`src/sv/assert_macros.svh`:
```
// ---------------------------------------------------------------------------
// Assertion macros
// Shorthand for the concurrent checks used by the slot table.
// ---------------------------------------------------------------------------
`ifndef ASSERT_MACROS_SVH
`define ASSERT_MACROS_SVH

// The consequent must hold in the same cycle as the antecedent.
`define ASSERT_SAME(lbl, clk, rst, ante, cons) \
   lbl: assert property (@(posedge clk) disable iff (rst) (ante) |-> (cons)) \
      else $error("same-cycle check failed");

// The consequent must hold in the cycle after the antecedent.
`define ASSERT_NEXT(lbl, clk, rst, ante, cons) \
   lbl: assert property (@(posedge clk) disable iff (rst) (ante) |=> (cons)) \
      else $error("next-cycle check failed");

`endif

```
`src/sv/ept_pkg.sv`:
```
// ---------------------------------------------------------------------------
// ept_pkg
// Types and constants shared by the epoch-guarded slot table modules.
// ---------------------------------------------------------------------------
`default_nettype none

package ept_pkg;

   localparam int SLOTS_DEFAULT = 1024;
   localparam int CSR_W         = 11;
   localparam logic [CSR_W-1:0] CSR_RESET = 11'd1024;
   localparam int EPOCH_W       = 64;
   localparam int CIDX_W        = 10;
   localparam int REQ_DATA_W    = 272;
   localparam int RSP_DATA_W    = 208;
   localparam int DIVIDEND_W    = 64;

   localparam logic OP_PROBE  = 1'b0;
   localparam logic OP_COMMIT = 1'b1;

   localparam logic [1:0] ST_PROBE_OK = 2'd0;
   localparam logic [1:0] ST_NO_SLOTS = 2'd1;
   localparam logic [1:0] ST_FULL     = 2'd2;
   localparam logic [1:0] ST_COMMIT   = 2'd3;

   localparam int FLAG_VALID = 0;
   localparam int FLAG_TOMB  = 1;

   typedef struct packed {
      logic [EPOCH_W-1:0] guard;
      logic [EPOCH_W-1:0] visible;
      logic [EPOCH_W-1:0] key;
      logic [1:0]         flags;
      logic [EPOCH_W-1:0] tie;
   } slot_type;

   typedef struct packed {
      logic [1:0]         status;
      logic               found;
      logic               tomb;
      logic [CIDX_W-1:0]  cidx;
      logic [EPOCH_W-1:0] cguard;
      logic [EPOCH_W-1:0] ctie;
      logic [EPOCH_W-1:0] observed;
   } result_type;

   typedef struct packed {
      logic clr;
      logic load;
      logic div_start;
      logic walk_init;
      logic rd;
      logic step;
      logic out_load;
   } cmd_type;

   typedef struct packed {
      logic clr_last;
      logic zero_probe;
      logic div_done;
      logic is_commit;
      logic walk_end;
      logic out_free;
   } sts_type;

endpackage

`default_nettype wire

```
`src/sv/ept_ctrl.sv`:
```
// ---------------------------------------------------------------------------
// ept_ctrl
// Sequencer for clearing, remainder, slot walk, commit and result hand-off.
// ---------------------------------------------------------------------------
`default_nettype none

module ept_ctrl import ept_pkg::*; (
   input  logic    clock,
   input  logic    reset,
   input  logic    req_tvalid,
   output logic    req_tready,
   input  sts_type sts,
   output cmd_type cmd
);

   typedef enum logic [5:0] {
      S_CLEAR = 6'b000001,
      S_IDLE  = 6'b000010,
      S_DIV   = 6'b000100,
      S_RD    = 6'b001000,
      S_EV    = 6'b010000,
      S_DONE  = 6'b100000
   } state_type;

   state_type state_ff, state_in;

   always_comb begin
      state_in   = state_ff;
      cmd        = '0;
      req_tready = 1'b0;
      unique case (state_ff)
         S_CLEAR: begin
            cmd.clr = 1'b1;
            if (sts.clr_last) begin
               state_in = S_IDLE;
            end
         end
         S_IDLE: begin
            req_tready = 1'b1;
            if (req_tvalid) begin
               cmd.load = 1'b1;
               if (sts.zero_probe) begin
                  state_in = S_DONE;
               end else begin
                  cmd.div_start = 1'b1;
                  state_in      = S_DIV;
               end
            end
         end
         S_DIV: begin
            // A commit's slot number is ready in the cycle after it is taken.
            if (sts.div_done || sts.is_commit) begin
               cmd.walk_init = 1'b1;
               state_in      = S_RD;
            end
         end
         S_RD: begin
            cmd.rd   = 1'b1;
            state_in = S_EV;
         end
         S_EV: begin
            cmd.step = 1'b1;
            if (sts.is_commit || sts.walk_end) begin
               state_in = S_DONE;
            end else begin
               state_in = S_RD;
            end
         end
         S_DONE: begin
            if (sts.out_free) begin
               cmd.out_load = 1'b1;
               state_in     = S_IDLE;
            end
         end
         default: begin
            state_in = S_IDLE;
         end
      endcase
   end

   always_ff @(posedge clock) begin
      if (reset) begin
         state_ff <= S_CLEAR;
      end else begin
         state_ff <= state_in;
      end
   end

endmodule

`default_nettype wire

```
`config.mk`:
```
export PLATFORM = sky130hd
export DESIGN_NAME = ept_ctrl
export DESIGN_NICKNAME = d
export VERILOG_FILES = /design/src/sv/assert_macros.svh /design/src/sv/ept_pkg.sv /design/src/sv/ept_ctrl.sv
export SDC_FILE = /design/constraint.sdc
export NUM_CORES = 1
export LEC_CHECK = 0
export BUFFER_PORTS_ARGS = -buffer_cell sky130_fd_sc_hd__buf_4
export CORE_AREA = 2 2 39 41
export CTS_BUF_LIST = sky130_fd_sc_hd__clkbuf_16
export CTS_CLUSTER_SIZE = 8
export DETAILED_ROUTE_END_ITERATION = 6
export DIE_AREA = 0 0 41 43
export GPL_ROUTABILITY_DRIVEN = 0
export PLACE_DENSITY = 0.52
export SLEW_MARGIN = 40
export SYNTH_ARGS = -nofsm -noshare
export SYNTH_HDL_FRONTEND = slang
export SYNTH_SLANG_ARGS = --single-unit
```
`constraint.sdc`:
```
create_clock -name clock -period 1.8 [get_ports clock]
set_input_delay 0 -clock clock [delete_from_list [all_inputs] [get_ports clock]]
set_output_delay 0 -clock clock [all_outputs]
set_load 0.02 [all_outputs]
```
==> impl_metrics.tcl <==
set metrics [dict create \
    drive_gt1_share_pct 40.0 \
    internal-power_mw 0.474 \
    clock_path_buffers 2 \
    crit_arrival_ps 1800 \
    holdCritStartpoint "req_tvalid" \
    ys_warn_count 0 \
    antenna_left 0 \
    grt_pass1_wl_um 1700 \
    die_w_um 41 \
    grt_start_max_net_pins 8 \
    yosys-mux-area-fraction_pct 0 \
    register_area_sq_um 120 \
    vdd_drop_max_mv 0.459 \
    fill_cells 148 \
    p_per_area_mw_per_mm2 959 \
    rsz0062_at_grt "no" \
    reg2reg_slack_ps 90 \
    whs_path_depth 2 \
    synth-edff-count 0 \
    setup_viol 0 \
    path_class "flop to flop" \
    synthAdderAreaFrac_pct 0 \
    hold_end "state_ff[1]$_SDFFE_PP0P_" \
    synth_cell_types 25 \
    maxCapViolCount 0 \
    required_ps 1890 \
    syn_inst 46 \
    status "finished, final reports clean" \
    drt-total-wl_um 1050 \
    reg_top3 "state_ff x6" \
    final_cell_mix "20 x buf_4, 6 x nor2_1, 6 x dfxtp_1" \
    worstMarginPinSlew_ps 484 \
    ys_seq_area_share_pct 32.4 \
    largest-register "state_ff" \
    core_sq_mm 0.00138 \
    place.detailed.instances 82 \
    start_util_pct 26.8 \
    multi_input_area_sq_um 239 \
    drv_slew 0 \
    synth_xor_xnor_area_share_pct 2.36 \
    wl_per_cell_um 12.2 \
    switching_share_pct 20.9 \
    cts_resized 0 \
    numCtsBuffers 3 \
    n_antenna_cell 0 \
    power_frac_clock_pct 59.8 \
    ioPinCount 17 \
    drt_iter0_markers 8 \
    clk_pin_slew_ps 30 \
    hold_path_class "primary input to flop" \
    die_h_um 43 \
    ys_seq_elements 6 \
    pwr-share-comb_pct 16.1 \
    cp_max_fo 5 \
    synth_top_family_by_area "simple AND/OR/NAND/NOR gates" \
    dieArea_sq_mm 0.00176 \
    worstRegToRegCells 4 \
    grt_pass1_vias 366 \
    synthSimpleGateAreaFrac_pct 47.6 \
    clock-sinks 6 \
    async_flop_share_pct 0 \
    cts_root_buffer "clkbuf_16" \
    final_nets 81 \
    seqPwrFrac_pct 24.1 \
    cts_setup_buffers 0 \
    via_per_inst 5.00 \
    syn_nets 55 \
    switchingPower_mw 0.126 \
    dr.pass1.iters 4 \
    fin_tns_setup_ps 0 \
    area_growth_pct 68.9 \
    num_rows 14 \
    fmax_mhz 586 \
    largest_register_ffs 6 \
    h-tree-depth 1 \
    synth_ff_type "dfxtp_1" \
    antenna_found_initial 0 \
    placed_area_sq_um 541 \
    clock_latency_ps 230 \
    final_area_sq_um 626 \
    cp-end-kind "flop" \
    timing.rr.end "state_ff[1]$_SDFFE_PP0P_" \
    route.detailed.drc 0 \
    final_cells 86 \
    dr_total_vias 430 \
    regToRegStartpoint "state_ff[2]$_SDFFE_PP0P_" \
    dp_hpwl_um 769 \
    synth_compound_area_share_pct 14.5 \
    p_leak_nw 0.291 \
    hold_violations 0 \
    portBuffers 16 \
    critPathLaunchType "flop" \
    grt_remaining_overflow 0 \
    grt_usage_pct 15.7 \
    slew_headroom_pct 67.4 \
    post-route-util_pct 45.2 \
    crit_path_start "state_ff[2]$_SDFFE_PP0P_" \
    layout_commonest_cell "buf_4" \
    synth_area_sq_um 370 \
    period_needed_ps 1710 \
    fin_crit_sh_pct 94.9 \
    synth_area_per_cell_sq_um 8.05 \
    finClkSkew_ps 3.04 \
    tritoncts "done" \
]
-- cell families (layout without fill, tap and decap cells) --
group | after synthesis | count (layout)
AO/OA/AOI/OAI | 8 | 8
XOR/XNOR | 1 | 1
buffers and inverters | 3 | 27
flip-flops | 6 | 6
AND/OR/NAND/NOR | 28 | 28
-- power groups by stage --
stage / combinational (mW) / clock, mW / sequential [mW]
after global placement: 0.0940 / 0 / 0.147
after floorplan: 0.0454 / 0 / 0.149
final: 0.0968 / 0.359 / 0.144
after global routing: 0.107 / 0.375 / 0.145
after detailed placement: 0.0940 / 0 / 0.146
after CTS: 0.0967 / 0.366 / 0.144
-- routing by layer --
| metal | global-route usage (%) | part of all wire [%] | vias up |
|---|---|---|---|
| met5 | 0 | 0 | - |
| met4 | 16.0 | 3.6 | 0 |
| met3 | 4.71 | 8.0 | 4 |
| met2 | 19.7 | 45 | 18 |
| met1 | 19.4 | 43 | 190 |
| li1 | - | - | 218 |
-- area by class of cell --
class / instances / area share, %
Sequential cell: 6 / 19.2
Inverter: 3 / 1.80
Clock buffer: 3 / 12.0
Tap cell: 16 / 3.20
Multi-Input combinational cell: 37 / 38.2
Timing Repair Buffer: 21 / 25.6
-- metrics by stage --
| step | worst slack [ps] | total power, mW | hold slack, ps |
|---|---|---|---|
| 6_report | 92.1 | 0.600 | 8.32 |
| 3_5_place_dp | 119 | 0.240 | 207 |
| 5_1_grt | 42.8 | 0.626 | 33.4 |
| 4_1_cts | 106 | 0.607 | 2.55 |
| 3_3_place_gp | 135 | 0.241 | 209 |
| 2_1_floorplan | 136 | 0.195 | 69.1 |
-- worst max-delay path, stage by stage (launching register included) --
cell and delay [ps]:
dfxtp_1 320, or4_4 560, or4b_4 520, nand3_2 100, o32ai_1 70
-- worst max-delay path by stage --
stage	endpoint	depth (start not counted)	slack, ps
floorplan	state_ff[5]$_SDFFE_PP0P_	4	140
global placement	state_ff[1]$_SDFFE_PP0P_	4	130
detailed placement	state_ff[1]$_SDFFE_PP0P_	4	120
CTS	state_ff[1]$_SDFFE_PP0P_	4	110
global route	state_ff[1]$_SDFFE_PP0P_	4	40
finish	state_ff[1]$_SDFFE_PP0P_	4	90
-- Yosys cell counts (2+ instances only) --
library cell	instances	area [sq um]
dfxtp_1	6	120
nor2_1	6	22.5
nand2_1	4	15.0
inv_1	3	11.3
a21oi_1	2	10.0
and2_1	2	12.5
nand3b_1	2	15.0
nor2b_1	2	12.5
nor4_1	2	12.5
o32ai_1	2	17.5
-- what timing repair did --
action | 4_1_cts | 5_1_grt
hold buffers | 1 | 0
hold endpoints to repair | 2 | 0
endpoints found under the setup margin | 0 | 0
No activity file was read; power rests on OpenSTA's default activity.
